## config.mk

```make
export PLATFORM = sky130hd
export DESIGN_NAME = interrupt_priority_preemption_arbiter_top
export DESIGN_NICKNAME = d
export VERILOG_FILES = /design/src/hdl/ippa_pkg.sv /design/src/hdl/ippa_regs.sv /design/src/hdl/ippa_ctrl.sv /design/src/hdl/ippa_dp.sv /design/src/hdl/interrupt_priority_preemption_arbiter_top.sv
export SDC_FILE = /design/constraint.sdc
export NUM_CORES = 1
export LEC_CHECK = 0
export BUFFER_PORTS_ARGS = -buffer_cell sky130_fd_sc_hd__buf_2
export CAP_MARGIN = 20
export CORE_ASPECT_RATIO = 2
export CORE_MARGIN = 1.5
export CORE_UTILIZATION = 30
export CTS_BUF_LIST = sky130_fd_sc_hd__clkbuf_16
export DETAILED_ROUTE_END_ITERATION = 8
export PLACE_DENSITY = 0.5
export SLEW_MARGIN = 20
export SYNTH_ARGS = -nofsm -noshare
export SYNTH_HDL_FRONTEND = slang
export SYNTH_SLANG_ARGS = --single-unit
```

## constraint.sdc

```tcl
create_clock -name clk -period 8.4 [get_ports clk]
set_input_delay 0.42 -clock clk [delete_from_list [all_inputs] [get_ports clk]]
set_output_delay 0.42 -clock clk [all_outputs]
set_load 0.02 [all_outputs]
```

## src/hdl/ippa_pkg.sv

```systemverilog
`timescale 1ns / 1ps
// ----------------------------------------------------------------------------
// ippa_pkg
// Types, codes and helpers shared by the interrupt priority arbiter modules.
// ----------------------------------------------------------------------------
package ippa_pkg;

	localparam int NUM_IRQ_DEF = 16;
	localparam int EN_W        = 16;

	// command codes
	localparam logic [2:0] CMD_SET_PEND   = 3'd0;
	localparam logic [2:0] CMD_CHECK      = 3'd1;
	localparam logic [2:0] CMD_WR_PRIO    = 3'd2;
	localparam logic [2:0] CMD_HARD_FAULT = 3'd3;
	localparam logic [2:0] CMD_EXC_RETURN = 3'd4;

	// register indexes
	localparam logic [1:0] REG_IRQ_ENABLE = 2'd0;
	localparam logic [1:0] REG_SYS_PRIO_A = 2'd1;
	localparam logic [1:0] REG_SYS_PRIO_B = 2'd2;
	localparam logic [1:0] REG_REDUCED    = 2'd3;

	// exception numbers
	localparam logic [8:0] EXC_NONE       = 9'd0;
	localparam logic [8:0] EXC_HARD_FAULT = 9'd3;
	localparam logic [8:0] EXC_TICK       = 9'd15;
	localparam logic [8:0] EXC_IRQ_BASE   = 9'd16;

	localparam logic [8:0] PRIO_NONE      = 9'd256;
	localparam logic [8:0] PRIO_UNKNOWN   = 9'd255;

	typedef enum logic [1:0] {
		ST_IDLE,
		ST_TREE,
		ST_DECIDE
	} state_t;

	typedef struct packed {
		logic [15:0] irq_enable;
		logic [31:0] sys_prio_a;
		logic [31:0] sys_prio_b;
		logic        reduced;
	} cfg_t;

	typedef struct packed {
		logic load;
		logic eval;
		logic commit;
	} dp_ctrl_t;

	function automatic logic [7:0] scale_prio(input logic [7:0] b, input logic reduced);
		return reduced ? {6'b0, b[7:6]} : b;
	endfunction

endpackage

```

## src/hdl/ippa_regs.sv

```systemverilog
`timescale 1ns / 1ps
// ----------------------------------------------------------------------------
// ippa_regs
// APB configuration registers: enable mask, system priorities, priority mode.
// ----------------------------------------------------------------------------
module ippa_regs
	import ippa_pkg::*;
(
	input  logic        clk,
	input  logic        arst_n,
	input  logic        psel,
	input  logic        penable,
	input  logic        pwrite,
	input  logic [3:0]  paddr,
	input  logic [31:0] pwdata,
	output logic [31:0] prdata,
	output logic        pready,
	output cfg_t        cfg
);

	cfg_t cfg_q;
	logic wr_en;

	assign pready = 1'b1;
	assign wr_en  = psel & penable & pwrite;
	assign cfg    = cfg_q;

	always_ff @(posedge clk or negedge arst_n) begin
		if (!arst_n) begin
			cfg_q <= '0;
		end else if (wr_en) begin
			unique case (paddr[3:2])
				REG_IRQ_ENABLE: cfg_q.irq_enable <= pwdata[15:0];
				REG_SYS_PRIO_A: cfg_q.sys_prio_a <= pwdata;
				REG_SYS_PRIO_B: cfg_q.sys_prio_b <= pwdata;
				REG_REDUCED:    cfg_q.reduced    <= pwdata[0];
				default:        cfg_q            <= cfg_q;
			endcase
		end
	end

	always_comb begin
		unique case (paddr[3:2])
			REG_IRQ_ENABLE: prdata = {16'b0, cfg_q.irq_enable};
			REG_SYS_PRIO_A: prdata = cfg_q.sys_prio_a;
			REG_SYS_PRIO_B: prdata = cfg_q.sys_prio_b;
			REG_REDUCED:    prdata = {31'b0, cfg_q.reduced};
			default:        prdata = '0;
		endcase
	end

endmodule

```

## src/hdl/ippa_ctrl.sv

```systemverilog
`timescale 1ns / 1ps
// ----------------------------------------------------------------------------
// ippa_ctrl
// Sequencer: capture a command, run the priority tree, commit the result.
// ----------------------------------------------------------------------------
module ippa_ctrl
	import ippa_pkg::*;
(
	input  logic     clk,
	input  logic     arst_n,
	input  logic     start,
	output logic     busy,
	output dp_ctrl_t dp_ctrl
);

	state_t state_q;
	state_t state_d;

	always_ff @(posedge clk or negedge arst_n) begin
		if (!arst_n) begin
			state_q <= ST_IDLE;
		end else begin
			state_q <= state_d;
		end
	end

	always_comb begin
		state_d = state_q;
		dp_ctrl = '0;
		busy    = 1'b0;
		unique case (state_q)
			ST_IDLE: begin
				if (start) begin
					dp_ctrl.load = 1'b1;
					state_d      = ST_TREE;
				end
			end
			ST_TREE: begin
				busy         = 1'b1;
				dp_ctrl.eval = 1'b1;
				state_d      = ST_DECIDE;
			end
			ST_DECIDE: begin
				// commit this transaction and take the next one in the same cycle
				dp_ctrl.commit = 1'b1;
				if (start) begin
					dp_ctrl.load = 1'b1;
					state_d      = ST_TREE;
				end else begin
					state_d = ST_IDLE;
				end
			end
			default: begin
				state_d = ST_IDLE;
			end
		endcase
	end

endmodule

```

## src/hdl/ippa_dp.sv

```systemverilog
`timescale 1ns / 1ps
// ----------------------------------------------------------------------------
// ippa_dp
// Arbiter datapath: pending and priority state, two-level priority tree,
// preemption decision and result register.
// ----------------------------------------------------------------------------
module ippa_dp
	import ippa_pkg::*;
#(
	parameter int NUM_IRQ = NUM_IRQ_DEF
) (
	input  logic       clk,
	input  logic       arst_n,
	input  dp_ctrl_t   dp_ctrl,
	input  cfg_t       cfg,
	input  logic [2:0] cmd,
	input  logic [8:0] exc_number,
	input  logic [3:0] irq_index,
	input  logic [7:0] priority_byte,
	input  logic       interrupts_masked,
	output logic       done,
	output logic       taken,
	output logic [8:0] taken_number,
	output logic       locked_up,
	output logic [8:0] active_number
);

	localparam int IDX_W  = (NUM_IRQ > 1) ? $clog2(NUM_IRQ) : 1;
	localparam int GRP    = (NUM_IRQ + 3) / 4;

	// captured command
	logic [2:0] cmd_q;
	logic [8:0] exc_q;
	logic [3:0] idx_q;
	logic [7:0] pb_q;
	logic       masked_q;

	// arbiter state; top pending bit is the tick source
	logic [NUM_IRQ:0]   pend_q;
	logic [7:0]         prio_q [NUM_IRQ];
	logic [8:0]         act_q;
	logic               lock_q;

	// tree stage
	logic               grp_vld_s1  [GRP];
	logic [7:0]         grp_prio_s1 [GRP];
	logic [IDX_W-1:0]   grp_idx_s1  [GRP];
	logic               grp_vld     [GRP];
	logic [7:0]         grp_prio    [GRP];
	logic [IDX_W-1:0]   grp_idx     [GRP];

	logic [NUM_IRQ+EN_W-1:0] en_ext;
	logic [NUM_IRQ-1:0]      cand;

	// decide stage
	logic               best_vld;
	logic [7:0]         best_level;
	logic [IDX_W-1:0]   best_idx;
	logic [7:0]         tick_prio;
	logic [8:0]         act_prio;
	logic               check_go;
	logic               tick_take;
	logic               irq_take;

	logic [NUM_IRQ:0]   pend_d;
	logic [8:0]         act_d;
	logic               lock_d;
	logic               taken_d;
	logic [8:0]         tnum_d;

	logic               done_q;
	logic               taken_q;
	logic [8:0]         tnum_q;

	assign en_ext = {{NUM_IRQ{1'b0}}, cfg.irq_enable};
	assign cand   = pend_q[NUM_IRQ-1:0] & en_ext[NUM_IRQ-1:0];

	always_ff @(posedge clk) begin
		if (dp_ctrl.load) begin
			cmd_q    <= cmd;
			exc_q    <= exc_number;
			idx_q    <= irq_index;
			pb_q     <= priority_byte;
			masked_q <= interrupts_masked;
		end
	end

	// first level: best enabled pending line in each group of four
	always_comb begin
		for (int g = 0; g < GRP; g++) begin
			grp_vld[g]  = 1'b0;
			grp_prio[g] = '0;
			grp_idx[g]  = '0;
			for (int k = 0; k < 4; k++) begin
				if (4 * g + k < NUM_IRQ) begin
					if (cand[4 * g + k] &&
						(!grp_vld[g] ||
						 scale_prio(prio_q[4 * g + k], cfg.reduced) < grp_prio[g])) begin
						grp_vld[g]  = 1'b1;
						grp_prio[g] = scale_prio(prio_q[4 * g + k], cfg.reduced);
						grp_idx[g]  = IDX_W'(4 * g + k);
					end
				end
			end
		end
	end

	always_ff @(posedge clk) begin
		if (dp_ctrl.eval) begin
			for (int g = 0; g < GRP; g++) begin
				grp_vld_s1[g]  <= grp_vld[g];
				grp_prio_s1[g] <= grp_prio[g];
				grp_idx_s1[g]  <= grp_idx[g];
			end
		end
	end

	// second level: ascending scan with strict compare keeps the lowest index on a tie
	always_comb begin
		best_vld   = 1'b0;
		best_level = '0;
		best_idx   = '0;
		for (int g = 0; g < GRP; g++) begin
			if (grp_vld_s1[g] && (!best_vld || grp_prio_s1[g] < best_level)) begin
				best_vld   = 1'b1;
				best_level = grp_prio_s1[g];
				best_idx   = grp_idx_s1[g];
			end
		end
	end

	// priority of the active exception
	always_comb begin
		tick_prio = scale_prio(cfg.sys_prio_b[31:24], cfg.reduced);
		if (act_q == EXC_NONE) begin
			act_prio = PRIO_NONE;
		end else if (act_q[8:3] == 6'd0) begin
			act_prio = '0;
		end else if (act_q[8:2] == 7'd2) begin
			act_prio = {1'b0, scale_prio(cfg.sys_prio_a[{act_q[1:0], 3'b000} +: 8],
				cfg.reduced)};
		end else if (act_q[8:2] == 7'd3) begin
			act_prio = {1'b0, scale_prio(cfg.sys_prio_b[{act_q[1:0], 3'b000} +: 8],
				cfg.reduced)};
		end else begin
			act_prio = PRIO_UNKNOWN;
			for (int i = 0; i < NUM_IRQ; i++) begin
				if (act_q == EXC_IRQ_BASE + 9'(i)) begin
					act_prio = {1'b0, scale_prio(prio_q[i], cfg.reduced)};
				end
			end
		end
	end

	assign check_go  = (cmd_q == CMD_CHECK) && !masked_q && !lock_q;
	assign tick_take = pend_q[NUM_IRQ] &&
		((act_q == EXC_NONE) || ({1'b0, tick_prio} < act_prio));
	assign irq_take  = !tick_take && best_vld &&
		((act_q == EXC_NONE) || ({1'b0, best_level} < act_prio));

	always_comb begin
		pend_d  = pend_q;
		act_d   = act_q;
		lock_d  = lock_q;
		taken_d = 1'b0;
		tnum_d  = EXC_NONE;
		case (cmd_q)
			CMD_SET_PEND: begin
				if (exc_q == EXC_TICK) begin
					pend_d[NUM_IRQ] = 1'b1;
				end
				for (int i = 0; i < NUM_IRQ; i++) begin
					if (exc_q == EXC_IRQ_BASE + 9'(i)) begin
						pend_d[i] = 1'b1;
					end
				end
			end
			CMD_CHECK: begin
				if (check_go && tick_take) begin
					pend_d[NUM_IRQ] = 1'b0;
					taken_d         = 1'b1;
					tnum_d          = EXC_TICK;
					act_d           = EXC_TICK;
				end else if (check_go && irq_take) begin
					for (int i = 0; i < NUM_IRQ; i++) begin
						if (best_idx == IDX_W'(i)) begin
							pend_d[i] = 1'b0;
						end
					end
					taken_d = 1'b1;
					tnum_d  = EXC_IRQ_BASE + 9'(best_idx);
					act_d   = EXC_IRQ_BASE + 9'(best_idx);
				end
			end
			CMD_HARD_FAULT: begin
				if (!lock_q) begin
					if (act_q == EXC_HARD_FAULT) begin
						lock_d = 1'b1;
					end else begin
						act_d   = EXC_HARD_FAULT;
						taken_d = 1'b1;
						tnum_d  = EXC_HARD_FAULT;
					end
				end
			end
			CMD_EXC_RETURN: begin
				if (!lock_q) begin
					act_d = exc_q;
				end
			end
			default: begin
				pend_d = pend_q;
			end
		endcase
	end

	always_ff @(posedge clk or negedge arst_n) begin
		if (!arst_n) begin
			pend_q <= '0;
			act_q  <= EXC_NONE;
			lock_q <= 1'b0;
			done_q <= 1'b0;
			for (int i = 0; i < NUM_IRQ; i++) begin
				prio_q[i] <= '0;
			end
		end else begin
			done_q <= dp_ctrl.commit;
			if (dp_ctrl.commit) begin
				pend_q <= pend_d;
				act_q  <= act_d;
				lock_q <= lock_d;
				for (int i = 0; i < NUM_IRQ; i++) begin
					if (cmd_q == CMD_WR_PRIO && {2'b0, idx_q} == 6'(i)) begin
						prio_q[i] <= pb_q;
					end
				end
			end
		end
	end

	always_ff @(posedge clk) begin
		if (dp_ctrl.commit) begin
			taken_q <= taken_d;
			tnum_q  <= tnum_d;
		end
	end

	assign done          = done_q;
	assign taken         = taken_q;
	assign taken_number  = tnum_q;
	assign locked_up     = lock_q;
	assign active_number = act_q;

endmodule

```

## src/hdl/interrupt_priority_preemption_arbiter_top.sv

```systemverilog
`timescale 1ns / 1ps
// ----------------------------------------------------------------------------
// interrupt_priority_preemption_arbiter_top
// Interrupt arbiter: pending/priority state, preemption check, hard fault and
// lockup handling, with an APB configuration port.
// ----------------------------------------------------------------------------
// A command is taken at a clock edge where start is high and busy is low. Its
// result appears on the result ports for one cycle with done high, once the
// tree and decide steps have run and the result is registered; done cannot be
// held off, so capture it then. Busy is high for one cycle after each accept,
// while the first level of the priority tree (groups of four lines) is
// registered; the second level and the preemption decision complete in the
// following cycle, during which the next command may already be started.
// Configuration registers may be written only while no command is in
// flight.
module interrupt_priority_preemption_arbiter_top
	import ippa_pkg::*;
#(
	parameter int NUM_IRQ = NUM_IRQ_DEF
) (
	input  logic        clk,
	input  logic        arst_n,
	input  logic        start,
	output logic        busy,
	input  logic [2:0]  cmd,
	input  logic [8:0]  exc_number,
	input  logic [3:0]  irq_index,
	input  logic [7:0]  priority_byte,
	input  logic        interrupts_masked,
	output logic        done,
	output logic        taken,
	output logic [8:0]  taken_number,
	output logic        locked_up,
	output logic [8:0]  active_number,
	input  logic        psel,
	input  logic        penable,
	input  logic        pwrite,
	input  logic [3:0]  paddr,
	input  logic [31:0] pwdata,
	output logic [31:0] prdata,
	output logic        pready
);

	cfg_t     cfg;
	dp_ctrl_t dp_ctrl;

	ippa_regs u_regs (
		.clk     (clk),
		.arst_n  (arst_n),
		.psel    (psel),
		.penable (penable),
		.pwrite  (pwrite),
		.paddr   (paddr),
		.pwdata  (pwdata),
		.prdata  (prdata),
		.pready  (pready),
		.cfg     (cfg)
	);

	ippa_ctrl u_ctrl (
		.clk     (clk),
		.arst_n  (arst_n),
		.start   (start),
		.busy    (busy),
		.dp_ctrl (dp_ctrl)
	);

	ippa_dp #(
		.NUM_IRQ (NUM_IRQ)
	) u_dp (
		.clk               (clk),
		.arst_n            (arst_n),
		.dp_ctrl           (dp_ctrl),
		.cfg               (cfg),
		.cmd               (cmd),
		.exc_number        (exc_number),
		.irq_index         (irq_index),
		.priority_byte     (priority_byte),
		.interrupts_masked (interrupts_masked),
		.done              (done),
		.taken             (taken),
		.taken_number      (taken_number),
		.locked_up         (locked_up),
		.active_number     (active_number)
	);

`ifndef NO_ASSERTIONS
	a_accept_busy: assert property (@(posedge clk) disable iff (!arst_n)
		start && !busy |=> busy)
		else $error("busy not raised after accept");

	// strobe is on the ports in the cycle after commit
	a_accept_done: assert property (@(posedge clk) disable iff (!arst_n)
		start && !busy |-> ##3 done)
		else $error("result strobe missing three edges after accept");

	a_lock_sticky: assert property (@(posedge clk) disable iff (!arst_n)
		locked_up |=> locked_up)
		else $error("lockup cleared");

	a_taken_active: assert property (@(posedge clk) disable iff (!arst_n)
		done && taken |-> active_number == taken_number)
		else $error("taken exception is not active");
`endif

endmodule

```

== Word-level counts from Yosys, hierarchy flattened ==
Memories as Yosys holds them, arrays and structs flattened.
Index checks and enable logic that the tools add are counted.
Cells by class
  eq/ne operators: 116
  mux-type cells: 163
  bitwise gates (word level): 3
  add/sub/neg operators: 1
  $lt $le $gt $ge: 17
  shift operators: 2
  reductions and logical operators: 122
Operator list (count)
  $mux 8: 55
  $eq 9x5->1 const B: 32
  $pmux 32 s4: 1
  $lt 8x8->1: 15
  $mux 9: 12
  $reduce_and 6->1: 17
  $mux 1: 68
  $eq 4x4->1 const B: 16
  $shiftx 32x6->8: 2
  $mux 4: 12
  $ne 2x2->1 const B: 23
  $reduce_and 2->1: 21
  $logic_and 1x1->1: 38
  $ne 2x1->1 const B: 17
  $pmux 17 s2: 1
  $eq 4x3->1 const B: 8
  $mux 16: 2
  $pmux 9 s3: 1
  $logic_not 1->1: 18
  $lt 8x9->1: 2
  $pmux 9 s2: 1
  $logic_or 1x1->1: 17
  $and 16x16->16: 1
  $eq 4x2->1 const B: 4
  other kinds (25): 40
Word-level totals
  word-level logic and storage cells: 475
  RAM bits: 52
  output and inout port bits: 55
  bits of input ports: 67
  register bits: 274
  memories: 3
Memory list
  u_dp.grp_prio_s1: words 4, bits a word 8, rd ports 4, clocked after memory_dff 0, write ports 4, line ippa_dp.sv:46  | logic [7:0] grp_prio_s1 [GRP];
  u_dp.grp_idx_s1: words 4, bits a word 4, rd ports 4, clocked after memory_dff 0, write ports 4, line ippa_dp.sv:47  | logic [IDX_W-1:0] grp_idx_s1 [GRP];
  u_dp.grp_vld_s1: words 4, bits a word 1, rd ports 4, clocked after memory_dff 0, write ports 4, line ippa_dp.sv:45  | logic grp_vld_s1 [GRP];

== Longest topological paths before layout ==
Gate-level depths: netlist of run 1.
  word-level depth: 31
  gate-level depth with buffers: 40
  gate-level depth less buffers: 33

== Modules after synthesis ==
Synthesis of run 1 repeated with hierarchy kept, for this count alone.
Unflattened totals
  cell total of the unflattened synthesis: 1956
  area, all modules: 20399.6 µm²
Modules (own cells, without submodules)
  ippa_dp: cells each 1697, instances 1, sequential area each 6246.0 µm², area an instance 16722.3 µm²
  ippa_regs: cells each 251, instances 1, sequential area each 2026.9 µm², area an instance 3587.2 µm²
  ippa_ctrl: cells each 8, instances 1, sequential area each 50.0 µm², area an instance 90.1 µm²

== Worst setup path after synthesis of run 1 ==
Ideal clock, no wire load.
  path kind: register to register
  start: memory u_dp.grp_vld_s1[0]
  end: register u_dp.pend_q[10]
  buffers on the path: 6
  arrival time: 8089 ps
  cell stages (with the launch flop): 37
  clock period less this slack: 8210 ps
  setup time: 121 ps
  required time: 8279 ps
  slack: 190 ps
  path through: edfxtp_1 buf_4 clkbuf_1 clkbuf_1 nand2_1 ha_1 a21o_1 a22oi_2 a211oi_1 o21ai_0 clkbuf_1 nand2_1 a31oi_1 ha_1 a2111oi_0 a21oi_1 nor2_1 buf_1 mux2_2 ha_1 a2111o_1 a21oi_1 o21a_1 a211oi_2 nor2_1 clkbuf_1 o21ai_0 ha_1 a21o_1 a21oi_1 o311ai_0 a41oi_1 o211ai_1 a21oi_1 a21boi_1 or4_1 a22o_1
RTL lines
  start: declaration: line ippa_dp.sv:45
  end signal: assignment: line ippa_dp.sv:229  | pend_q <= pend_d;
  end: declaration: line ippa_dp.sv:39  | logic [NUM_IRQ:0] pend_q;

==> results of run 1 <==
[registers in the layout, summed over array words and instances, names as in the netlist]
| register | flops |
|---|---|
| u_dp.active_number | 9 |
| u_dp.prio_q | 128 |
| u_dp.cmd_q | 3 |
| u_dp.grp_idx_s1 | 11 |
| u_dp.masked_q | 1 |
| u_dp.taken_number | 5 |
| u_dp.exc_q | 9 |
| u_dp.grp_prio_s1 | 32 |
| u_dp.pb_q | 8 |
| u_dp.idx_q | 4 |
| u_regs.cfg | 81 |
| u_ctrl.state_q | 2 |
| u_dp.taken | 1 |
| u_dp.grp_vld_s1 | 4 |
| u_dp.locked_up | 1 |
| u_dp.pend_q | 17 |
| u_dp.done | 1 |
[metrics by stage]
| stage | util [%] | area, um^2 | setup TNS, ns | worst slack [ns] | hold WS (ns) |
|---|---|---|---|---|---|
| after floorplan | - | 20700 | 0 | 0.190 | 0.124 |
| final | 34.6 | 23700 | 0 | 0.577 | 0.0531 |
| after CTS | 34.4 | 23600 | 0 | 0.0187 | 0.0297 |
| after global placement | 32.6 | 22300 | 0 | 0.0448 | 0.470 |
| after detailed placement | 32.6 | 22300 | -0.387 | -0.133 | 0.475 |
| after global routing | 34.6 | 23700 | 0 | 0.0186 | 0.0501 |
[cell type report]
class                           count  share of cell area, %
Antenna cell                        1                 0.0105
Clock inverter                     25                  0.959
Inverter                           97                   1.53
Tap cell                          897                   4.73
Multi-Input combinational cell   1485                   49.4
Clock buffer                       31                   3.27
Timing Repair Buffer              187                   5.02
Sequential cell                   317                   35.1
[power by group through the flow]
| stage | Clock (mW) | Combinational (mW) | Sequential (mW) |
|---|---|---|---|
| after global routing | 1.54 | 2.42 | 2.10 |
| after global placement | 0 | 2.19 | 2.11 |
| after floorplan | 0 | 1.43 | 1.94 |
| final | 1.46 | 2.28 | 2.09 |
| after CTS | 1.49 | 2.24 | 2.08 |
| after detailed placement | 0 | 2.22 | 2.11 |
[placed cells by master (no fill, tap or decap), types with 39 or more instances in the layout]
cell                       instances
sky130_fd_sc_hd__a21o_1           41
sky130_fd_sc_hd__a21oi_1          95
sky130_fd_sc_hd__buf_2           113
sky130_fd_sc_hd__buf_4            46
sky130_fd_sc_hd__dfrtp_1         236
sky130_fd_sc_hd__edfxtp_1         78
sky130_fd_sc_hd__ha_1            119
sky130_fd_sc_hd__inv_1           100
sky130_fd_sc_hd__mux2_2          248
sky130_fd_sc_hd__mux2i_1          99
sky130_fd_sc_hd__nand2_1         205
sky130_fd_sc_hd__nand3_1          39
sky130_fd_sc_hd__nor2_1           93
sky130_fd_sc_hd__nor2b_1          42
sky130_fd_sc_hd__o21ai_0          76
[worst max path at each step]
stage | slack (ns) | to | cells past startpoint
after floorplan | 0.19 | u_dp.pend_q[10] | 36
after detailed placement | -0.13 | u_dp.pend_q[11] | 32
after global routing | 0.02 | u_dp.pend_q[10] | 36
final | 0.58 | u_dp.pend_q[10] | 33
after CTS | 0.02 | u_dp.pend_q[10] | 32
after global placement | 0.04 | u_dp.pend_q[14] | 31
[worst max-delay path: cells and delay by family, from the launching register on]
kind,cells,cell delay (ns)
compound gates,20,4.07
fa+ha+maj,4,1.23
simple gates,5,0.98
buf+inv,3,0.59
flops,1,0.47
mux,1,0.37
[per-layer routing]
layer  global-route usage [%]  part of all wire (%)  vias up  routed length, um
met5                        0                     0        -                  0
met4                     21.8                    11        0               8990
met3                     2.20                   3.2      246               2620
met2                     43.9                    54      544              44200
met1                     20.9                    32     8487              26000
li1                         -                     -     7694                  -
[synthesized netlist by cell type (all sizes together), types with 14 or more instances]
cell type,number
mux2,255
dfrtp,239
nand2,206
ha,119
a21oi,100
mux2i,99
nor2,96
inv,95
o21ai,94
edfxtp,78
clkbuf,57
nor2b,45
buf,42
a21o,41
nand3,39
a31oi,35
nor3,29
a22o,22
mux4,21
o211ai,18
nand2b,15
a22oi,14
or3,14
[logic make-up (layout without fill, tap and decap cells)]
group,after synthesis,count (layout),synth area share [%]
AOI/OAI and AO/OA,465,465,15.5
adders and majority gates,119,119,7.19
buffers and inverters,196,340,3.93
DFF,317,317,40.2
muxes,375,375,20.9
other,2,6,0.0363
and+or+nand+nor,521,521,12.2
[repair_timing]
item                                    in CTS  in global routing
hold endpoints to repair                   124                  0
pin swaps                                    0                  1
cloned                                       0                  0
endpoints found under the setup margin       5                 31
hold buffers                                26                  0
resized for setup                            2                 16
buffers inserted                             0                  3
==> out/qor.json, run 1 <==
{
  "drive_above_1_share_pct": 25.0,
  "timing.critical_path.fanout_max": 14,
  "place.detailed.instances": 2954,
  "drt_drc_violations_left": 0,
  "drt_first_iter_violations": 1078,
  "postRouteWirelength_um": 81800,
  "area_growth_from_synthesis_to_final_layout_pct": 14.6,
  "effective_utilization_at_floorplan_pct": 30.2,
  "power.ir.vdd_worst_mv": 0.193,
  "synth.ff_latch_count": 317,
  "path_class": "flop to flop",
  "kind_of_start_point_of_the_critical_path": "flop",
  "rows": 136,
  "design.final.nets": 2305,
  "routability_congestion_estimate": 0.951,
  "clock_power_share_pct": 25.1,
  "worst_r2r_path_depth": 33,
  "pwr_density_cell_nw_per_um2": 245,
  "worst_r2r_startpoint": "u_dp.grp_vld_s1[0]",
  "hold-path-endpoint": "u_regs.cfg[27]",
  "cts_inserted_buffers": 31,
  "cp-startpoint": "u_dp.grp_vld_s1[0]",
  "global_route.usage.total_pct": 23.1,
  "pwr-share-seq_pct": 35.8,
  "time_the_worst_path_needs_with_i_o_delays_and_setup_ns": 7.82,
  "multi_input_comb_area_um2": 11700,
  "detailedPlacementHpwl_um": 63700,
  "floorplan.die.width_um": 189,
  "total_die_area_um2": 70700,
  "first_global_vias": 17843,
  "critPathMaxStageDelay_ns": 0.50,
  "switching_share_pct": 41.8,
  "avgRoutedWirePerCell_um": 26.9,
  "htree_levels": 1,
  "core_area_um2": 68600,
  "vias_per_cell": 5.58,
  "drt_pre_antenna_iters": 6,
  "register_area_um2": 8330,
  "finalNonFillerCells": 3040,
  "clock_insertion_delay_worst_skew_ns": 0.62,
  "pin_count": 122,
  "synth_top_cell_area_share_pct": 28.9,
  "die_y_um": 375,
  "ys_seq_area_share_pct": 40.2,
  "cp_data_arrival_time_ns": 8.31,
  "timing.reg2reg.setup_slack_ns": 0.58,
  "crit_path_top_delay_cell": "sky130_fd_sc_hd__or4_1",
  "post_synth_edffs": 78,
  "timing.critical_path.to_type": "flop",
  "syn_inst": 1995,
  "synth.top_cells.by_area": "sky130_fd_sc_hd__dfrtp_1 (29%), sky130_fd_sc_hd__mux2_2 (13%), sky130_fd_sc_hd__edfxtp_1 (11%), sky130_fd_sc_hd__ha_1 (7.2%), sky130_fd_sc_hd__mux2i_1 (4.8%)",
  "clk_root_buffer_cell": "sky130_fd_sc_hd__clkbuf_16",
  "synthesis.area_um2": 20700,
  "slew_violations": 0,
  "tritoncts": "done",
  "asyncSetResetFlopFracSynth_pct": 75.4,
  "syn_area_per_cell_um2": 10.4,
  "global_route_wire_length_before_repair_um": 119000,
  "p_sw_mw": 2.43,
  "setup_viol": 0,
  "initial_antenna_violation_count": 1,
  "timing.critical_path.mode_cell": "sky130_fd_sc_hd__ha_1",
  "max_freq_mhz": 128,
  "r2r-end": "u_dp.pend_q[10]",
  "ant_nets": 0,
  "postSynth.topFlopCell": "sky130_fd_sc_hd__dfrtp_1",
  "synth.largest_area_cell": "sky130_fd_sc_hd__dfrtp_1",
  "routed_vias": 16971,
  "final.period_utilization_pct": 93.1,
  "hold_path_startpoint": "pwdata[26]",
  "port_buffers": 114,
  "critPathRequiredTime_ns": 8.89,
  "grt_max_degree": 110,
  "global_route.overflow_total": 0,
  "ys_types": 98,
  "slew_headroom_pct": 23.9,
  "hold_viol_final": 0,
  "total_power_mw": 5.82,
  "worstHoldPathCells": 2,
  "yosys_warnings": 0,
  "drv_cap": 0,
  "cts_num_sinks": 317,
  "tightest_slew_ns": 1.14,
  "leakagePower_nw": 10.8,
  "ctsLongestPathBuffers": 3,
  "fillCellCount": 6968,
  "clock_skew_ns": 0.0212,
  "power_frac_comb_pct": 39.1,
  "outcome": "finished, final reports clean",
  "worstHoldPathType": "input port to flop",
  "rsz0062_at_grt": "no",
  "clk_transition_reported_paths_ns": 0.07,
  "p_int_mw": 3.39
}
Note: power is estimated with default switching activity, not from simulation.
==> run 2, diff against run 1 <==
SLEW_MARGIN = 30   (was 20)
clock period = 6.3 ns   (was 8.4 ns; I/O delays follow)
==> run 2 against run 1 <==
The run now ends with setup timing left; register-to-register slack got worse by 1.2 ns; sequential share of layout area is 5.2 points lower; fmax up 13%; utilization up 6.1 points; clock skew grew 0.017 ns; non-clock buffer count grew 305; cell area is 18% higher; sequential power rose by 29%; wire length grew 11%; sequential cell count did not move; setup slack lost 1.2 ns; combinational power up 75%.
==> out/qor.json, run 2 (same netlist as run 1, synthesis figures left out) <==
{
  "final.period_utilization": {"value": 110, "unit": "%", "change": "+16 points"},
  "effective_utilization_at_floorplan": {"value": 30.2, "unit": "%", "change": "unchanged"},
  "finalNonFillerCells": {"value": 3347, "change": "+10%"},
  "tightest_slew": {"value": 0.889, "unit": "ns", "change": "-0.250 ns"},
  "routability_congestion_estimate": {"value": 0.976, "change": "+2.7%"},
  "clk_root_buffer_cell": "sky130_fd_sc_hd__clkbuf_16",
  "pin_count": {"value": 122, "change": "unchanged"},
  "timing.critical_path.to_type": "flop",
  "timing.reg2reg.setup_slack": {"value": -0.60, "unit": "ns", "change": "-1.18 ns"},
  "rows": {"value": 136, "change": "unchanged"},
  "outcome": "complete, but fails checks",
  "ctsLongestPathBuffers": {"value": 3, "change": "unchanged"},
  "time_the_worst_path_needs_with_i_o_delays_and_setup": {"value": 6.90, "unit": "ns", "change": "-0.923 ns"},
  "r2r-end": "u_dp.pend_q[14]",
  "power.ir.vdd_worst": {"value": 0.244, "unit": "mV", "change": "+27%"},
  "clock_insertion_delay_worst_skew": {"value": 0.65, "unit": "ns", "change": "+0.03 ns"},
  "clock_skew": {"value": 0.0386, "unit": "ns", "change": "+0.0174 ns"},
  "detailedPlacementHpwl": {"value": 70800, "unit": "um", "change": "+11%"},
  "slew_violations": {"value": 0, "change": "unchanged"},
  "worst_r2r_startpoint": "u_dp.grp_vld_s1[0]",
  "max_flop_register": "u_dp.prio_q",
  "cp_data_arrival_time": {"value": 7.44, "unit": "ns", "change": "-0.87 ns"},
  "drv_cap": {"value": 0, "change": "unchanged"},
  "n_antenna_cell": {"value": 0, "change": "-1"},
  "crit_path_top_delay_cell": "sky130_fd_sc_hd__edfxtp_1",
  "clk_transition_reported_paths": {"value": 0.07, "unit": "ns", "change": "about the same"},
  "mostFrequentLayoutCell": "sky130_fd_sc_hd__buf_4",
  "initial_antenna_violation_count": {"value": 0, "change": "-1"},
  "setup_viol": {"value": 31, "change": "+31"},
  "place.detailed.instances": {"value": 3175, "change": "+7.5%"},
  "drt_pre_antenna_iters": {"value": 5, "change": "-1"},
  "path_class": "flop to flop",
  "global_route.usage.total": {"value": 25.1, "unit": "%", "change": "+2.0 points"},
  "core_area": {"value": 68600, "unit": "um^2", "change": "unchanged"},
  "postRouteWirelength": {"value": 90600, "unit": "um", "change": "+11%"},
  "hold_viol_final": {"value": 0, "change": "unchanged"},
  "post_dp_cell_area": {"value": 24500, "unit": "um^2", "change": "+9.7%"},
  "global_route_wire_length_before_repair": {"value": 129000, "unit": "um", "change": "+8.9%"},
  "slew_headroom": {"value": 40.4, "unit": "%", "change": "+17 points"},
  "max_freq": {"value": 145, "unit": "MHz", "change": "+13%"},
  "flip_flop_count_of_the_largest_register_all_copies_and_words_added": {"value": 128, "change": "unchanged"},
  "worst_slack": {"value": -0.600, "unit": "ns", "change": "-1.18 ns"},
  "die_y": {"value": 375, "unit": "um", "change": "unchanged"},
  "area_growth_from_synthesis_to_final_layout_pct": 34.8,
  "vias_per_cell": {"value": 5.54, "change": "-0.76%"},
  "violations": "setup timing",
  "cts_num_sinks": {"value": 317, "change": "unchanged"},
  "finalInstanceArea": {"value": 27900, "unit": "um^2", "change": "+18%"},
  "rsz0062_at_grt": "yes",
  "final.setup.tns": {"value": -15.62, "unit": "ns", "change": "-15.62 ns"},
  "pwr_density_cell": {"value": 309, "unit": "nW/um^2", "change": "+26%"},
  "drive_above_1_share": {"value": 40.7, "unit": "%", "change": "+16 points"},
  "port_buffers": {"value": 114, "change": "unchanged"},
  "htree_levels": {"value": 1, "change": "unchanged"},
  "drt_first_iter_violations": {"value": 870, "change": "-19%"},
  "layout_common_cells": "sky130_fd_sc_hd__buf_4 (267), sky130_fd_sc_hd__mux2_2 (236), sky130_fd_sc_hd__dfrtp_1 (236)",
  "critPathRequiredTime": {"value": 6.84, "unit": "ns", "change": "-2.05 ns"},
  "drt_drc_violations_left": {"value": 0, "change": "unchanged"},
  "worst_r2r_path_depth": {"value": 36, "change": "+9.1%"},
  "design.final.nets": {"value": 2612, "change": "+13%"},
  "tritoncts": "done",
  "worstHoldPathType": "input port to async pin",
  "kind_of_start_point_of_the_critical_path": "flop",
  "cp-startpoint": "u_dp.grp_vld_s1[0]",
  "grt_max_degree": {"value": 127, "change": "+15%"},
  "cts_inserted_buffers": {"value": 30, "change": "-3.2%"},
  "global_route.overflow_total": {"value": 0, "change": "unchanged"},
  "timing.critical_path.fanout_max": {"value": 7, "change": "-7"},
  "total_die_area": {"value": 70700, "unit": "um^2", "change": "unchanged"},
  "dp_worst_setup_slack": {"value": -0.953, "unit": "ns", "change": "-0.820 ns"},
  "leakagePower": {"value": 12.6, "unit": "nW", "change": "+17%"},
  "critPathMaxStageDelay": {"value": 0.41, "unit": "ns", "change": "-0.09 ns"},
  "avgRoutedWirePerCell": {"value": 27.1, "unit": "um", "change": "+0.57%"},
  "routed_vias": {"value": 18542, "change": "+9.3%"},
  "first_global_vias": {"value": 19177, "change": "+7.5%"},
  "ant_nets": {"value": 0, "change": "unchanged"},
  "floorplan.die.width": {"value": 189, "unit": "um", "change": "unchanged"}
}
## run 2: worst max-delay path, delay by kind of cell, from the launching register on
kind	cells	cell delay, ns
AOI/OAI and AO/OA	21	3.31
and+or+nand+nor	6	1.14
adders and majority gates	4	0.99
buffers and inverters	4	0.60
DFF	1	0.41
muxes	1	0.36
## run 2: routing by layer
layer / vias up / GRT usage, % / share of wire [%]
met4: 0 / 21.7 / 10
met2: 584 / 47.6 / 54
met1: 9342 / 23.6 / 33
met3: 306 / 2.51 / 3.3
li1: 8310 / - / -
met5: - / 0 / 0
## run 2: worst max path at each step
stage	to	slack [ns]	cells after the start
4_1_cts	u_dp.pend_q[14]	-0.63	35
3_5_place_dp	u_dp.pend_q[14]	-0.95	34
6_report	u_dp.pend_q[14]	-0.60	36
2_1_floorplan	u_dp.pend_q[10]	-0.57	37
5_1_grt	u_dp.pend_q[3]	-1.01	40
3_3_place_gp	u_dp.pend_q[3]	-0.82	34
## run 2: layout make-up
| cell class | instances | area [um^2] |
|---|---|---|
| fillers | 6613 | 40700 |
| inverters | 97 | 367 |
| flip-flops and latches | 317 | 8330 |
| repair buffers | 492 | 3940 |
| multi-input cells | 1488 | 13100 |
| clock inverters | 23 | 199 |
| well taps | 897 | 1120 |
| clock buffers | 33 | 826 |
## run 2: per-stage QoR
stage | util, % | power [mW] | hold slack (ns)
after detailed placement | 35.7 | 6.15 | 0.304
final | 40.7 | 8.62 | 0.181
after global placement | 35.6 | 6.13 | 0.309
after CTS | 39.3 | 8.41 | 0.226
after floorplan | - | 4.59 | 0.0194
after global routing | 40.7 | 8.96 | 0.231
## run 2: repair_timing
action                     4_1_cts  5_1_grt
resized for setup              116      144
setup endpoints to repair       66       71
pin swaps                       56       68
hold buffers                    59        0
cloned                           4        3
hold endpoints to repair       173        0
setup buffers                   27       31
## run 2: power breakdown
group	switching [mW]	internal [mW]
Combinational	2.32	1.66
Clock	0.893	1.07
Sequential	0.318	2.37
==> run 3, diff against run 2 <==
CORE_UTILIZATION = 56   (was 30)
PLACE_DENSITY = 0.8   (was 0.5)
==> run 3 against run 2 <==
Combinational power decreased by 7.8%; first-iteration DRC count rose by 64%; utilization is 32 points higher; critical endpoint is now u_dp.active_number[0]; largest cell class unchanged; cell area shrank 5.1%; count of clock-buffer cells in the layout is 2 lower; fmax rose by 0.19%; power down 4.2%; the run still ends with setup timing left; via count increased by 2.4%; sequential power up 3%; clock power fell by 8%.
==> out/qor.json, run 3 (same netlist as run 1, synthesis figures left out) <==
{
  "initial_antenna_violation_count": {"value": 3, "change": "+3"},
  "violations": "setup timing",
  "post_dp_cell_area": {"value": 23300, "unit": "um^2", "change": "-4.8%"},
  "drt_first_iter_violations": {"value": 1425, "change": "+64%"},
  "finalInstanceArea": {"value": 26500, "unit": "um^2", "change": "-5.1%"},
  "worst_slack": {"value": -0.586, "unit": "ns", "change": "+0.0132 ns"},
  "drv_cap": {"value": 0, "change": "unchanged"},
  "drive_above_1_share": {"value": 38.4, "unit": "%", "change": "-2.3 points"},
  "clk_root_buffer_cell": "sky130_fd_sc_hd__clkbuf_16",
  "pwr_density_cell": {"value": 312, "unit": "nW/um^2", "change": "+0.98%"},
  "design.final.nets": {"value": 2547, "change": "-2.5%"},
  "drt_pre_antenna_iters": {"value": 6, "change": "+1"},
  "grtUsageMet3": {"value": 6.91, "unit": "%", "change": "+4.4 points"},
  "final.period_utilization": {"value": 109, "unit": "%", "change": "-0.21 points"},
  "grt_util_met2": {"value": 74.0, "unit": "%", "change": "+26 points"},
  "clk_transition_reported_paths": {"value": 0.07, "unit": "ns", "change": "about the same"},
  "routed_vias": {"value": 18982, "change": "+2.4%"},
  "hold_path_startpoint": "pwdata[8]",
  "area_growth_from_synthesis_to_final_layout_pct": 27.9,
  "mostFrequentLayoutCell": "sky130_fd_sc_hd__mux2_2",
  "core_area": {"value": 36400, "unit": "um^2", "change": "-47%"},
  "fin_worst_hold_slack": {"value": 0.0124, "unit": "ns", "change": "-0.169 ns"},
  "vias_per_cell": {"value": 6.68, "change": "+21%"},
  "first_global_vias": {"value": 19483, "change": "+1.6%"},
  "critPathRequiredTime": {"value": 6.78, "unit": "ns", "change": "-0.06 ns"},
  "detailedPlacementHpwl": {"value": 59700, "unit": "um", "change": "-16%"},
  "die_y": {"value": 275, "unit": "um", "change": "-27%"},
  "pin_count": {"value": 122, "change": "unchanged"},
  "worst_r2r_startpoint": "u_dp.grp_vld_s1[0]",
  "timing.critical_path.to_type": "flop",
  "critPathMaxStageDelay": {"value": 0.43, "unit": "ns", "change": "+0.02 ns"},
  "ctsLongestPathBuffers": {"value": 3, "change": "unchanged"},
  "slew_violations": {"value": 0, "change": "unchanged"},
  "timing.critical_path.buf_inv": {"value": 5, "change": "+1"},
  "global_route.overflow_total": {"value": 0, "change": "unchanged"},
  "setup_viol": {"value": 31, "change": "unchanged"},
  "total_power": {"value": 8.26, "unit": "mW", "change": "-4.2%"},
  "postRouteWirelength": {"value": 80800, "unit": "um", "change": "-11%"},
  "global_route_wire_length_before_repair": {"value": 117000, "unit": "um", "change": "-9.2%"},
  "crit_path_top_delay_cell": "sky130_fd_sc_hd__a2111o_1",
  "rows": {"value": 99, "change": "-27%"},
  "floorplan.die.width": {"value": 139, "unit": "um", "change": "-26%"},
  "clock_skew": {"value": 0.0288, "unit": "ns", "change": "-0.00976 ns"},
  "tritoncts": "done",
  "worst_path_dominant_cell_family": "compound AO/OA/AOI/OAI gates",
  "cp_data_arrival_time": {"value": 7.37, "unit": "ns", "change": "-0.07 ns"},
  "tightest_slew": {"value": 1.15, "unit": "ns", "change": "+0.261 ns"},
  "cp-startpoint": "u_dp.grp_vld_s1[0]",
  "timing.critical_path.mode_cell": "sky130_fd_sc_hd__a21oi_2",
  "hold_viol_final": {"value": 0, "change": "unchanged"},
  "htree_levels": {"value": 1, "change": "unchanged"},
  "layout_common_cells": "sky130_fd_sc_hd__mux2_2 (238), sky130_fd_sc_hd__dfrtp_1 (236), sky130_fd_sc_hd__buf_4 (229)",
  "cts_num_sinks": {"value": 317, "change": "unchanged"},
  "slew_headroom": {"value": 23.4, "unit": "%", "change": "-17 points"},
  "outcome": "complete, but fails checks",
  "effective_utilization_at_floorplan": {"value": 56.9, "unit": "%", "change": "+27 points"},
  "time_the_worst_path_needs_with_i_o_delays_and_setup": {"value": 6.89, "unit": "ns", "change": "-0.0132 ns"},
  "leakagePower": {"value": 12.2, "unit": "nW", "change": "-3.1%"},
  "power.ir.vdd_worst": {"value": 0.317, "unit": "mV", "change": "+30%"},
  "cts_inserted_buffers": {"value": 29, "change": "-3.3%"},
  "global_route_track_usage_on_met1": {"value": 40.6, "unit": "%", "change": "+17 points"},
  "total_die_area": {"value": 38200, "unit": "um^2", "change": "-46%"},
  "global_route.peak_usage_layer": "met2",
  "drt_drc_violations_left": {"value": 0, "change": "unchanged"},
  "max_freq": {"value": 145, "unit": "MHz", "change": "+0.19%"},
  "timing.critical_path.fanout_max": {"value": 7, "change": "unchanged"},
  "rsz0062_at_grt": "yes",
  "flip_flop_count_of_the_largest_register_all_copies_and_words_added": {"value": 128, "change": "unchanged"},
  "ant_nets": {"value": 0, "change": "unchanged"},
  "path_class": "flop to flop",
  "routability_congestion_estimate": {"value": 1.05, "change": "+7.7%"},
  "fillCellCount": {"value": 2595, "change": "-61%"},
  "avgRoutedWirePerCell": {"value": 28.5, "unit": "um", "change": "+5.1%"},
  "port_buffers": {"value": 114, "change": "unchanged"},
  "global_route.usage.total": {"value": 41.2, "unit": "%", "change": "+16 points"},
  "max_flop_register": "u_dp.prio_q",
  "kind_of_start_point_of_the_critical_path": "flop",
  "worstHoldPathType": "input port to flop",
  "clock_insertion_delay_worst_skew": {"value": 0.61, "unit": "ns", "change": "-0.04 ns"},
  "grt_max_degree": {"value": 163, "change": "+28%"}
}
-- run 3: through the flow --
stage,setup slack (ns),cells,util (%),setup TNS [ns]
6_report,-0.586,2841,72.7,-14.74
3_5_place_dp,-0.835,2670,64.0,-23.55
5_1_grt,-0.935,2838,72.7,-27.07
4_1_cts,-0.611,2803,69.9,-14.37
3_3_place_gp,-0.689,2669,64.0,-19.08
2_1_floorplan,-0.571,1998,-,-13.20
-- run 3: cell type report --
type                    instances  area (um^2)  area share (%)
diodes                          4         10.0          0.0378
clock buffers                  31          776            2.93
clock inverters                22          168           0.633
inverters                      97          367            1.38
multi-input cells            1486        13000            49.1
flip-flops and latches        317         8330            31.5
well taps                     454          568            2.15
repair buffers                430         3270            12.3
-- run 3: timing repair --
| item | 4_1_cts | 5_1_grt |
|---|---|---|
| hold buffers | 56 | 0 |
| cloned | 1 | 2 |
| endpoints found under the setup margin | 49 | 71 |
| setup buffers | 23 | 33 |
| pin swaps | 47 | 78 |
| gates resized for setup | 82 | 137 |
| hold endpoints to repair | 164 | 0 |
-- run 3: path summary, 6_finish.rpt --
path                            depth (start not counted)                     to  slack [ns]
worst max-delay path                                   37  u_dp.active_number[0]       -0.59
worst min-delay path                                    2         u_regs.cfg[73]        0.01
worst max register to register                         37  u_dp.active_number[0]       -0.59
worst min register to register                          1      u_ctrl.state_q[1]        0.51
max in group asynchronous                               4  u_dp.active_number[0]        4.61
min in group asynchronous                               2        u_dp.prio_q[55]        0.28
-- run 3: power breakdown --
group	switching, mW	leakage [nW]	internal, mW
Sequential	0.416	3.89	2.37
Combinational	2.14	7.85	1.54
Clock	0.830	0.488	0.972
Total	3.38	12.2	4.88
-- run 3: metal layers --
layer / vias up / part of all wire, % / routed length [um]
met5: - / 0 / 0
met4: 0 / 11 / 8920
met3: 426 / 6.5 / 5260
met2: 1085 / 50 / 40600
met1: 9277 / 32 / 26100
li1: 8194 / - / -
